## config.mk

```make
export PLATFORM = sky130hd
export DESIGN_NAME = avt_regs
export DESIGN_NICKNAME = d
export VERILOG_FILES = /design/src/hw/rtl/avt_pkg.sv /design/src/hw/rtl/avt_regs.sv
export SDC_FILE = /design/constraint.sdc
export NUM_CORES = 1
export LEC_CHECK = 0
export BUFFER_PORTS_ARGS = -buffer_cell sky130_fd_sc_hd__buf_2
export CAP_MARGIN = 20
export CORE_MARGIN = 3
export CORE_UTILIZATION = 28
export CTS_CLUSTER_DIAMETER = 100
export DETAILED_ROUTE_END_ITERATION = 6
export SYNTH_ARGS = -nofsm -noshare
export SYNTH_HDL_FRONTEND = slang
export SYNTH_SLANG_ARGS = --single-unit
```

## constraint.sdc

```tcl
create_clock -name clk -period 3 [get_ports clk]
set_clock_uncertainty 0.15 [all_clocks]
set_input_delay 0.6 -clock clk [delete_from_list [all_inputs] [get_ports clk]]
set_output_delay 0.6 -clock clk [all_outputs]
set_load 0.02 [all_outputs]
```

## src/hw/rtl/avt_pkg.sv

```systemverilog
`default_nettype none

package avt_pkg;

  // Coefficient and translation slots are always 16 bits wide.
  localparam int SLOT_BITS  = 16;
  localparam int DIMS       = 3;
  localparam int CFG_ADDR_W = 6;
  localparam int CFG_DATA_W = 64;
  localparam int ROW_W      = DIMS * SLOT_BITS;

  // Per-stage load enables of the transform pipeline.
  typedef struct packed {
    logic s1;
    logic s2;
    logic s3;
  } avt_en_t;

endpackage

`default_nettype wire

```

## src/hw/rtl/avt_regs.sv

```systemverilog
`default_nettype none

module avt_regs #(
  parameter int COEF_FRAC_BITS = 12
) (
  input  wire logic                            clk,
  input  wire logic                            rst,
  input  wire logic                            psel,
  input  wire logic                            penable,
  input  wire logic                            pwrite,
  input  wire logic [avt_pkg::CFG_ADDR_W-1:0]  paddr,
  input  wire logic [avt_pkg::CFG_DATA_W-1:0]  pwdata,
  output logic      [avt_pkg::CFG_DATA_W-1:0]  prdata,
  output logic                                 pready,
  output logic      [avt_pkg::ROW_W-1:0]       row_zero,
  output logic      [avt_pkg::ROW_W-1:0]       row_one,
  output logic      [avt_pkg::ROW_W-1:0]       row_two,
  output logic      [avt_pkg::ROW_W-1:0]       translation_row,
  output logic                                 add_translation
);
  import avt_pkg::*;

  typedef enum logic [2:0] {
    REG_ROW_ZERO    = 3'd0,
    REG_ROW_ONE     = 3'd1,
    REG_ROW_TWO     = 3'd2,
    REG_TRANSLATION = 3'd3,
    REG_ADD_TRANS   = 3'd4
  } avt_reg_t;

  localparam logic [ROW_W-1:0] UNIT = ROW_W'(1) << COEF_FRAC_BITS;

  avt_reg_t reg_sel;
  logic     wr;

  assign reg_sel = avt_reg_t'(paddr[5:3]);
  assign wr      = psel && penable && pwrite;
  assign pready  = 1'b1;

  always_ff @(posedge clk) begin
    if (rst) begin
      row_zero        <= UNIT;
      row_one         <= UNIT << SLOT_BITS;
      row_two         <= UNIT << (2 * SLOT_BITS);
      translation_row <= '0;
      add_translation <= 1'b1;
    end else if (wr) begin
      case (reg_sel)
        REG_ROW_ZERO:    row_zero        <= pwdata[ROW_W-1:0];
        REG_ROW_ONE:     row_one         <= pwdata[ROW_W-1:0];
        REG_ROW_TWO:     row_two         <= pwdata[ROW_W-1:0];
        REG_TRANSLATION: translation_row <= pwdata[ROW_W-1:0];
        REG_ADD_TRANS:   add_translation <= pwdata[0];
        default: ;
      endcase
    end
  end

  always_comb begin
    case (reg_sel)
      REG_ROW_ZERO:    prdata = CFG_DATA_W'(row_zero);
      REG_ROW_ONE:     prdata = CFG_DATA_W'(row_one);
      REG_ROW_TWO:     prdata = CFG_DATA_W'(row_two);
      REG_TRANSLATION: prdata = CFG_DATA_W'(translation_row);
      REG_ADD_TRANS:   prdata = CFG_DATA_W'(add_translation);
      default:         prdata = '0;
    endcase
  end

endmodule

`default_nettype wire

```

-- Yosys cells after proc, flatten, opt, wreduce, memory -nomap -nowiden
Index checks and enable logic that the tools add are counted.
- equality and inequality tests: 4
- mux-type cells: 1
- reductions and logical operators: 8
- operator list (operator ; count):
    48-bit one-hot mux with 5 select lines ; 1
    2-bit AND reduction ; 5
    3-bit by 2-bit equality test with 1-bit output (second input constant) ; 2
    3-bit by 1-bit equality test with 1-bit output (second input constant) ; 1
    3-bit equality test (second input constant) ; 1
    3-bit logical NOT ; 1
    1-bit logical AND ; 2
- register bits: 193
- input bits: 75
- output and inout port bits: 258
- logic and storage cells: 18

-- Logic depth before layout (Yosys ltp)
- depth after elaboration: 3
- gate-level depth with buffers: 6
- depth with buffers taken out: 3

-- Worst setup path before layout
No wires, ideal clock.
- path type: input to output
- start point: in paddr[3] (netlist name)
- end point: out prdata[0] (netlist name)
- arrival time: 1.698 ns
- required time: 2.250 ns
- path slack: 0.552 ns
- cell stages on the path: 6
- buffers on the path: 3
- cell sequence: buf_4 buf_6 buf_2 nand3b_1 o21a_1 o22ai_1
- cells in the longest elaborated chain, start to end: 2
- elaborated cells between the ends (all ways): 6
- those cells by class: 4 x eq/ne; 1 x mux; 1 x reduce/logical
- ends and longest elaborated chain (element ; RTL line ; text):
    start: declaration ; avt_regs.sv:11 ; input wire logic [avt_pkg::CFG_ADDR_W-1:0] paddr,
    3-bit equality test, or another cell as far along ; avt_regs.sv:60 ; case (reg_sel)
    48-bit one-hot mux with 5 select lines (*) ; avt_regs.sv:60 ;
    end: declaration ; avt_regs.sv:13 ; output logic [avt_pkg::CFG_DATA_W-1:0] prdata,
Every way passes the cells marked *; elsewhere a longest branch is shown, timed or not.

-- Worst setup path in the final report
- start point: in paddr[3] (netlist name)
- end point: out prdata[21] (netlist name)
The elaborated chain is that of the path after synthesis.

==> impl_metrics.yaml <==
run_status:
  status: "finished, final reports clean"
layout:
  layout_commonest_cell: "buf_2"
  final_cell_mix: "buf_2, dfxtp_1, nand2b_1"
  fin_nets: 1220
  n_fill_cell: 3274
  insertedDiodeCount: 0
  drive_gt1_share_pct: 35.1
  area_delta_synth_final_pct: 26.8
sta:
  tns_ns: 0
  setup_viol: 0
  slew_viol_final: 0
  period_minus_slack_ns: 2.71
  rsz0062_at_grt: "no"
  period_share_pct: 90.4
  worst_pin_slew_ns: 0.690
  max_freq_mhz: 369
  finalHoldViolCount: 0
  slew_headroom_pct: 54.0
power_and_ir_drop:
  ir_drop_mv: 0.369
  p_total_mw: 5.62
  internal_power_mw: 4.31
  p_switching_mw: 1.31
  p_sw_share_pct: 23.4
  p_leak_nw: 5.66
  power_frac_seq_pct: 46.1
  combPwrFrac_pct: 7.7
  cellPowerDensity_nw_per_um2: 472
  pwr-share-clk_pct: 46.2
global_route:
  grt_max_degree: 106
  grt_pass1_wl_um: 43100
  grt_usage_pct: 15.2
  grt_pass1_vias: 7294
  grt_remaining_overflow: 0
  antenna_found_initial: 1
clocking:
  cts_max_path_buffers: 2
  numCtsBuffers: 17
  cts_max_level: 4
  root_buffer: "clkbuf_16"
  cts-hold-fix-buffers: 0
  post_cts_buffers: 0
  clk_pin_slew_ns: 0.07
  cts_resized: 0
  cts.sinks: 193
  cts_tree: "built"
  clock_latency_ns: 0.42
placed_design:
  gp_congestion: 0.730
  dp_hpwl_um: 19100
  port_buffers: 296
synth:
  syn_area_sq_um: 9400
  avgSynthCellArea_sq_um: 10.7
  synth.distinct_cells: 29
  synth-seq-area-share_pct: 41.1
  synth_edf_count: 0
  synth.area.top_cells: "dfxtp_1, mux2i_1, nand2b_1, mux4_2, nor2b_1"
  synth_cells: 882
  synth_seq_cells: 193
  synthArstFlopShare_pct: 0
  yosysWarnings: 0
  yosys_most_used_dff: "dfxtp_1"
  yosysTopAreaCell: "dfxtp_1"
  yosys.area.top_type_share_pct: 41.1
routing:
  drc: 0
  ant_nets: 0
  via_per_inst: 4.60
  routed_wl_um: 27900
  dr.pass1.iters: 4
  vias: 7364
  drtIter0Drc: 372
  wl_per_cell_um: 17.5
setup_path:
  timing.rr.end: "add_translation"
  worst-setup-path-type: "input port to output port"
  worst_r2r_path_depth: 2
  critical_path_required_ns: 2.25
  r2r_setup_slack_ns: 1.96
  path_max_fanout: 14
  max_stage_delay_ns: 0.49
  crit_slowest_cell: "mux4_2"
  cp-start-kind: "input port"
  cp-end-kind: "output port"
  regToRegStartpoint: "add_translation"
  critPathArrivalTime_ns: 1.96
  crit_path_cell_trace: "buf_4, buf_12, mux4_2, nor2b_1, buf_2"
worst_hold_path:
  hp-class: "input port to flop"
  whs_path_depth: 2
  hold_start: "pwdata[0]"
  worstHoldEndpoint: "add_translation"
die:
  core_area_sq_um: 32800
  initial_core_util_pct: 28.7
  die_h_um: 189
  die_area_sq_um: 35800
  ios: 333
  num_rows: 66
  fp.dieW_um: 189
flow_run:
  maxCapViolCount: 0
## through the flow
stage	std cells	worst slack (ns)	cell area [sq um]	util, %	hold slack (ns)
2_1_floorplan	897	0.552	9450	-	0.405
3_3_place_gp	1568	0.273	11300	34.3	0.319
4_1_cts	1600	0.249	11900	36.4	0.259
3_5_place_dp	1568	0.248	11300	34.3	0.323
5_1_grt	1600	0.191	11900	36.4	0.264
6_report	1600	0.289	11900	36.4	0.297
## cell families (layout without fill, tap and decap cells)
kind of cell	count (synthesis)	count (layout)	synth area share (%)
AOI/OAI and AO/OA	99	99	5.42
muxes	193	193	26.8
other	2	17	0.0799
buffers and inverters	92	353	6.18
DFF	193	193	41.1
and+or+nand+nor	303	303	20.4
## layer usage
metal  part of all wire [%]  track usage [%]
met5                  0.047                0
met4                   0.59             2.81
met3                    6.5             3.83
met2                     47             25.3
met1                     46             20.2
## sequential cells by signal, summed over array words and instances, names as in the netlist
signal           count
row_one             48
row_zero            48
add_translation      1
row_two             48
translation_row     48
## Yosys cell counts, drive strengths merged (2+ instances only)
master	number
buf	50
nand2	2
conb	2
nand3b	2
mux4	47
mux2i	145
clkbuf	42
nor2b	94
nor2	7
o21ai	94
nand2b	191
dfxtp	193
## final cells by class
cell class | count | area [sq um] | area share [%]
Multi-Input combinational cell | 612 | 5030 | 42.2
Clock inverter | 12 | 203 | 1.70
Clock buffer | 20 | 467 | 3.92
Timing Repair Buffer | 321 | 1800 | 15.1
Sequential cell | 193 | 3860 | 32.4
Tap cell | 442 | 553 | 4.64
## power groups by stage
stage                     registers (mW)  logic, mW  clock network (mW)
after floorplan                     2.67      0.278                   0
after global placement              2.65      0.436                   0
after detailed placement            2.65      0.437                   0
after CTS                           2.59      0.439                2.67
after global routing                2.60      0.468                2.78
final                               2.59      0.433                2.60
## worst max-delay path, delay by kind of cell
family        cells  cell delay, ns
mux               1            0.49
simple gates      1            0.17
buf+inv           3            0.68
## worst max path at each step
stage	slack, ns	startpoint	endpoint
detailed placement	0.25	paddr[3]	prdata[21]
global route	0.19	paddr[3]	prdata[32]
CTS	0.25	paddr[3]	prdata[32]
floorplan	0.55	paddr[3]	prdata[0]
global placement	0.27	paddr[3]	prdata[32]
finish	0.29	paddr[3]	prdata[21]
Power figures use the tool's default switching activity.
