--- config.mk ---
export PLATFORM = sky130hd
export DESIGN_NAME = avt_lane
export DESIGN_NICKNAME = d
export VERILOG_FILES = /design/src/hw/rtl/avt_pkg.sv /design/src/hw/rtl/avt_lane.sv
export SDC_FILE = /design/constraint.sdc
export NUM_CORES = 2
export LEC_CHECK = 0
export BUFFER_PORTS_ARGS = -buffer_cell sky130_fd_sc_hd__buf_2
export CAP_MARGIN = 0
export CORE_ASPECT_RATIO = 0.9
export CORE_MARGIN = 4
export CORE_UTILIZATION = 45
export CTS_CLUSTER_DIAMETER = 120
export DETAILED_ROUTE_END_ITERATION = 12
export HOLD_SLACK_MARGIN = 0.1
export PLACE_DENSITY = 0.71
export SLEW_MARGIN = 30
export SYNTH_ARGS = -nofsm -noshare
export SYNTH_HDL_FRONTEND = slang
export SYNTH_SLANG_ARGS = --single-unit
--- constraint.sdc ---
create_clock -name clk -period 9 [get_ports clk]
set_input_delay 0.9 -clock clk [delete_from_list [all_inputs] [get_ports clk]]
set_output_delay 0.9 -clock clk [all_outputs]
set_load 0.01 [all_outputs]
--- src/hw/rtl/avt_pkg.sv ---
`default_nettype none

package avt_pkg;

  // Coefficient and translation slots are always 16 bits wide.
  localparam int SLOT_BITS  = 16;
  localparam int DIMS       = 3;
  localparam int CFG_ADDR_W = 6;
  localparam int CFG_DATA_W = 64;
  localparam int ROW_W      = DIMS * SLOT_BITS;

  // Per-stage load enables of the transform pipeline.
  typedef struct packed {
    logic s1;
    logic s2;
    logic s3;
  } avt_en_t;

endpackage

`default_nettype wire

--- src/hw/rtl/avt_lane.sv ---
`default_nettype none

// One output component: multiply, sum, then round and saturate.
module avt_lane #(
  parameter int COORD_WIDTH    = 16,
  parameter int COEF_FRAC_BITS = 12
) (
  input  wire logic                                 clk,
  input  wire avt_pkg::avt_en_t                     en,
  input  wire logic signed [COORD_WIDTH-1:0]        x,
  input  wire logic signed [COORD_WIDTH-1:0]        y,
  input  wire logic signed [COORD_WIDTH-1:0]        z,
  input  wire logic signed [avt_pkg::SLOT_BITS-1:0] c0,
  input  wire logic signed [avt_pkg::SLOT_BITS-1:0] c1,
  input  wire logic signed [avt_pkg::SLOT_BITS-1:0] c2,
  input  wire logic signed [avt_pkg::SLOT_BITS-1:0] t,
  input  wire logic                                 add_t,
  output logic signed      [COORD_WIDTH-1:0]        res,
  output logic                                      sat
);
  import avt_pkg::*;

  localparam int P_W  = COORD_WIDTH + SLOT_BITS;
  localparam int T_W  = SLOT_BITS + COEF_FRAC_BITS + 1;
  localparam int G_W  = COORD_WIDTH + COEF_FRAC_BITS + 1;
  localparam int M_W  = (P_W > T_W) ? ((P_W > G_W) ? P_W : G_W) : ((T_W > G_W) ? T_W : G_W);
  localparam int ACC_W = M_W + 2;
  localparam int R_W  = ACC_W - COEF_FRAC_BITS;

  localparam logic signed [R_W-1:0] HI = R_W'((64'sd1 <<< (COORD_WIDTH - 1)) - 64'sd1);
  localparam logic signed [R_W-1:0] LO = ~HI;
  localparam logic signed [ACC_W-1:0] HALF = ACC_W'(1) <<< (COEF_FRAC_BITS - 1);

  logic signed [P_W-1:0]   m0, m1, m2;
  logic signed [P_W-1:0]   p0, p1, p2;
  logic signed [ACC_W-1:0] t_ext;
  logic signed [ACC_W-1:0] t_term;
  logic signed [ACC_W-1:0] t_reg;
  logic signed [ACC_W-1:0] acc;
  logic signed [ACC_W-1:0] acc_next;
  logic signed [R_W-1:0]   r;

  assign m0 = x * c0;
  assign m1 = y * c1;
  assign m2 = z * c2;

  // Translation scaled up to the product's fraction, rounding half folded in.
  assign t_ext  = ACC_W'(t);
  assign t_term = (add_t ? (t_ext <<< COEF_FRAC_BITS) : ACC_W'(0)) + HALF;

  assign acc_next = ACC_W'(p0) + ACC_W'(p1) + ACC_W'(p2) + t_reg;

  // Arithmetic shift gives floor, so ties round toward plus infinity.
  assign r = R_W'(acc >>> COEF_FRAC_BITS);

  always_ff @(posedge clk) begin
    if (en.s1) begin
      p0    <= m0;
      p1    <= m1;
      p2    <= m2;
      t_reg <= t_term;
    end
    if (en.s2) begin
      acc <= acc_next;
    end
    if (en.s3) begin
      if (r > HI) begin
        res <= HI[COORD_WIDTH-1:0];
        sat <= 1'b1;
      end else if (r < LO) begin
        res <= LO[COORD_WIDTH-1:0];
        sat <= 1'b1;
      end else begin
        res <= r[COORD_WIDTH-1:0];
        sat <= 1'b0;
      end
    end
  end

endmodule

`default_nettype wire

# Yosys cells after proc, flatten, opt, wreduce, memory -nomap -nowiden
# Index checks and enable logic that the tools add are counted.
[totals] register_bits=181 latch_bits=0 mem_bits_rw=0 rom_bits=0 in_bits=117 out_inout_bits=17 wordCells=19 n_memories=0
[op_classes] n_addsub=4 multipliers=3 div_mod_pow=0 magnitude_cmp=2 eq_ne=0 n_shift=0 mux=3 bitwise_logic=0 reduce_logical=0
[ops] op="multiplier 16 x 16 -> 32 bit" count=3
[ops] op="adder 33 x 32 -> 34 bit" count=1
[ops] op="adder 34 x 13 -> 34 bit, second input constant" count=1
[ops] op="adder 34 bit" count=1
[ops] op="2-to-1 mux 34 bit" count=1
[ops] op="adder 32 x 32 -> 33 bit" count=1
[ops] op="> comparator 22 x 16 -> 1 bit, second input constant" count=1
[ops] op="less-than comparator 22 x 16 -> 1 bit, second input constant" count=1
[ops] op="2-to-1 mux 16 bit" count=1
[ops] op="2-to-1 mux 1 bit" count=1

# Depth between registers and ports, before layout
[logic_depth] depth_word=3 ltp_mapped=24

# Worst setup path before layout
# No wires, ideal clock.
[synth_path] kind="input to register" from="input y[15]" to="register p1[31], data pin" setup_ns=0.260 t_arrival_ns=6.352 t_required_ns=8.740 path_slack_ns=2.388 cell_stages=20 path_cell_list="clkbuf_1 nand2_1 inv_1 fa_1 fa_1 inv_1 fa_1 fa_1 fa_1 fa_1 inv_1 ha_1 a21o_1 a21oi_1 o21ai_0 a31o_2 o41ai_2 o21bai_1 a21oi_1 xnor2_1"
[synth_via] elab_chain_cells=1
[synth_lines] item="from (decl)" line_no="avt_lane.sv:11" rtl="input wire logic signed [COORD_WIDTH-1:0] y,"
[synth_lines] item="multiplier 16 x 16 -> 32 bit" line_no="avt_lane.sv:44" rtl="assign m1 = y * c1;"
[synth_lines] item="named net m1[31]" line_no="avt_lane.sv:34" rtl="logic signed [P_W-1:0] m0, m1, m2;"
[synth_lines] item="to (signal assigned)" line_no="avt_lane.sv:59" rtl="p1 <= m1;"
[synth_lines] item="to (decl)" line_no="avt_lane.sv:35" rtl="logic signed [P_W-1:0] p0, p1, p2;"
# The timed path passes the listed nets, and every way through them passes these cells.
# A chain may end at the register's enable or synchronous reset.

# Worst setup path in the final report
[layout_path] from="input c1[1] (netlist name)" to="register p1[31], data pin"
[layout_via] elab_chain_cells=1
[layout_lines] item="from (decl)" line_no="avt_lane.sv:14" rtl="input wire logic signed [avt_pkg::SLOT_BITS-1:0] c1,"
[layout_lines] item="multiplier 16 x 16 -> 32 bit" line_no="avt_lane.sv:44"
[layout_lines] item="named net m1[31]" line_no="avt_lane.sv:34"
# The timed path passes the listed nets, and every way through them passes these cells.

==> results.toml <==
[timing]
setup_viol_count_final = 0
finClkSkew_ns = 0.008654
finalHoldViolations = 0
tightest_slew_ns = 0.7073
timing.final.crit_share_pct = 73.42
fin_hold_ws_ns = 0.5248
finalCriticalPeriod_ns = 6.607
grt_setup_unrepaired = "false"
slew_headroom_pct = 52.85
slew_violations = 0
tns_ns = 0
fmax_mhz = 151.3

[cells_and_area]
drive_above_1_share_pct = 5.332
syn_to_final_growth_pct = 5.880
final_cells = 4726
reg.largest.list = "p0 x32, p1 x32, p2 x32"
nNetsFinal = 4906
ff_latch_area_um2 = 4534
multi_input_area_um2 = 28140
fillers = 7341
antenna_cells = 0

[clock_network]
post_cts_resized = 0
ctsHoldBuffers = 0
clock_latency_ns = 0.42
clock_sinks = 151
cts_tree = "built"
clk_pin_slew_ns = 0.06
cts_buffers = 17
clockRootBuffer = "clkbuf_16"
cts_setup_buffers = 0
clockBufferDepth = 2
cts_htree_levels = 4

[setup_path]
cp.buffers_inverters = 4
worstPathCellList = "buf_2, nand2_1, inv_1, fa_1, fa_1, inv_1, fa_1, fa_1, fa_1, fa_1, inv_1, ha_1, a21o_1, a21oi_1, o21ai_0, a31o_2, o41ai_2, o21bai_1, a21oi_1, xnor2_1"
worstSetupStartpointType = "primary input"
end_kind = "register"
worst-setup-path-type = "primary input to register"
cpMostUsedCell = "fa_1"
required_ns = 9.17
critical_path.top_delay_family = "adder cells"
slowest_delay_ns = 0.83
arrival_ns = 6.77
crit_path_top_delay_cell = "fa_1"
critPathMaxFanout = 16

[global_routing]
grt_pass1_wl_um = 132800
overflow = 0
grt_pass1_vias = 25960
grt_max_degree = 81
antenna_found_initial = 0
grt_use_total_pct = 19.35

[drt]
drcViolationCount = 0
routed_wl_um = 78060
num_vias = 23930
drt_iter0_drc = 1293
wl_per_cell_um = 16.52
avgViaCountPerCell = 5.064
first_pass_iters = 5
ant_nets = 0

[placement]
dp.cells = 4695
port_buffers = 133
hpwlAfterDp_um = 65480
gp_routability_congestion = 0.8649

[logic_synthesis]
synthFlopType = "edfxtp_1"
synth_top_area_cell = "fa_1"
ys_ff_latch = 151
synth_cells = 3612
yosys.area.top_type_share_pct = 46.19
synth_most_common_cell = "inv_1"
synth_nets = 4854
synth_edf_count = 151
yosysSeqAreaShare_pct = 12.48
synthTopCellsByCount = "inv_1, fa_1, nand2_1"
syn-cell-area_um2 = 36320
async_reset_ff_share_pct = 0
yosys-top-cells-area = "fa_1, edfxtp_1, ha_1"
ys_types = 63
synth_warnings = 0
synth_area_per_cell_um2 = 10.06

[floorplanning]
initial_core_util_pct = 45.57
boundaryPins = 134
die-area_um2 = 85330
die-width_um = 307.5
fp.dieH_um = 277.5
core.rowCount = 98
core_um2 = 79700

[run_status]
status = "completed"

[hold_path]
holdCritPathClass = "register to register"

[run]
maxCapViolCount = 0
-- routing by layer --
metal / vias up / wire length [um] / global-route usage, %
met2: 744 / 36400 / 31.24
met4: 0 / 1661 / 4.050
met1: 12190 / 34240 / 27.41
li1: 10880 / - / -
met3: 116 / 5758 / 3.787
met5: - / 0 / 0
-- worst paths after layout --
path	startpoint	endpoint	slack, ns	cells past startpoint
worst min register to register	acc[33]$_DFFE_PP_	res[15]$_SDFFCE_PN0P_	0.52	0
worst max-delay path	c1[1]	p1[31]$_DFFE_PP_	2.39	20
worst max register to register	p2[12]$_DFFE_PP_	acc[33]$_DFFE_PP_	5.14	12
worst min-delay path	acc[33]$_DFFE_PP_	res[15]$_SDFFCE_PN0P_	0.52	0
-- placed cells by master (no fill, tap or decap), types with 4 or more instances in the layout --
master and n:
o21ai_0 36, nand4_1 6, o21a_1 29, o21ai_1 4
clkbuf_16 17, o21bai_1 12, fa_1 838, nor2b_1 6
clkbuf_1 4, a21oi_2 8, nand3_1 23, a211o_1 5
a21o_1 36, nor3_1 12, and3_1 13, ha_1 287
nand2b_1 24, a31oi_1 8, buf_2 132, edfxtp_1 151
xnor2_1 93, and2_1 392, inv_1 871, nor2_1 84
xor2_1 35, nor4_1 4, a31o_2 6, a21oi_1 74
a211oi_1 6, nand2_1 397
-- stage by stage --
step	instance area [um2]	utilization, %	setup slack, ns
finish	38460	48.25	2.393
global route	38460	48.25	2.004
CTS	38460	48.25	2.398
detailed placement	37940	47.60	1.948
global placement	37940	47.60	2.093
floorplan	36320	-	2.388
-- cell families (layout without fill, tap and decap cells) --
logic type / Yosys count / after routing / share of synthesized area [%]
buffers and inverters: 973 / 1037 / 10.06
adders and majority gates: 1125 / 1125 / 56.07
AOI/OAI and AO/OA: 262 / 262 / 4.933
and+or+nand+nor: 973 / 973 / 13.37
xor gates and xnor gates: 128 / 128 / 3.086
DFF: 151 / 151 / 12.48
-- final cells by class --
type                    count  share of cell area (%)
multi-input cells        2488                   73.17
flip-flops and latches    151                   11.79
inverters                 871                   8.501
well taps                1050                   3.416
repair buffers            135                   1.786
clock buffers              21                   1.145
clock inverters            10                  0.1952
Power is left out: the tool's default activity adds up to more than one toggle a clock period on the data nets, which glitch-free logic cannot reach.
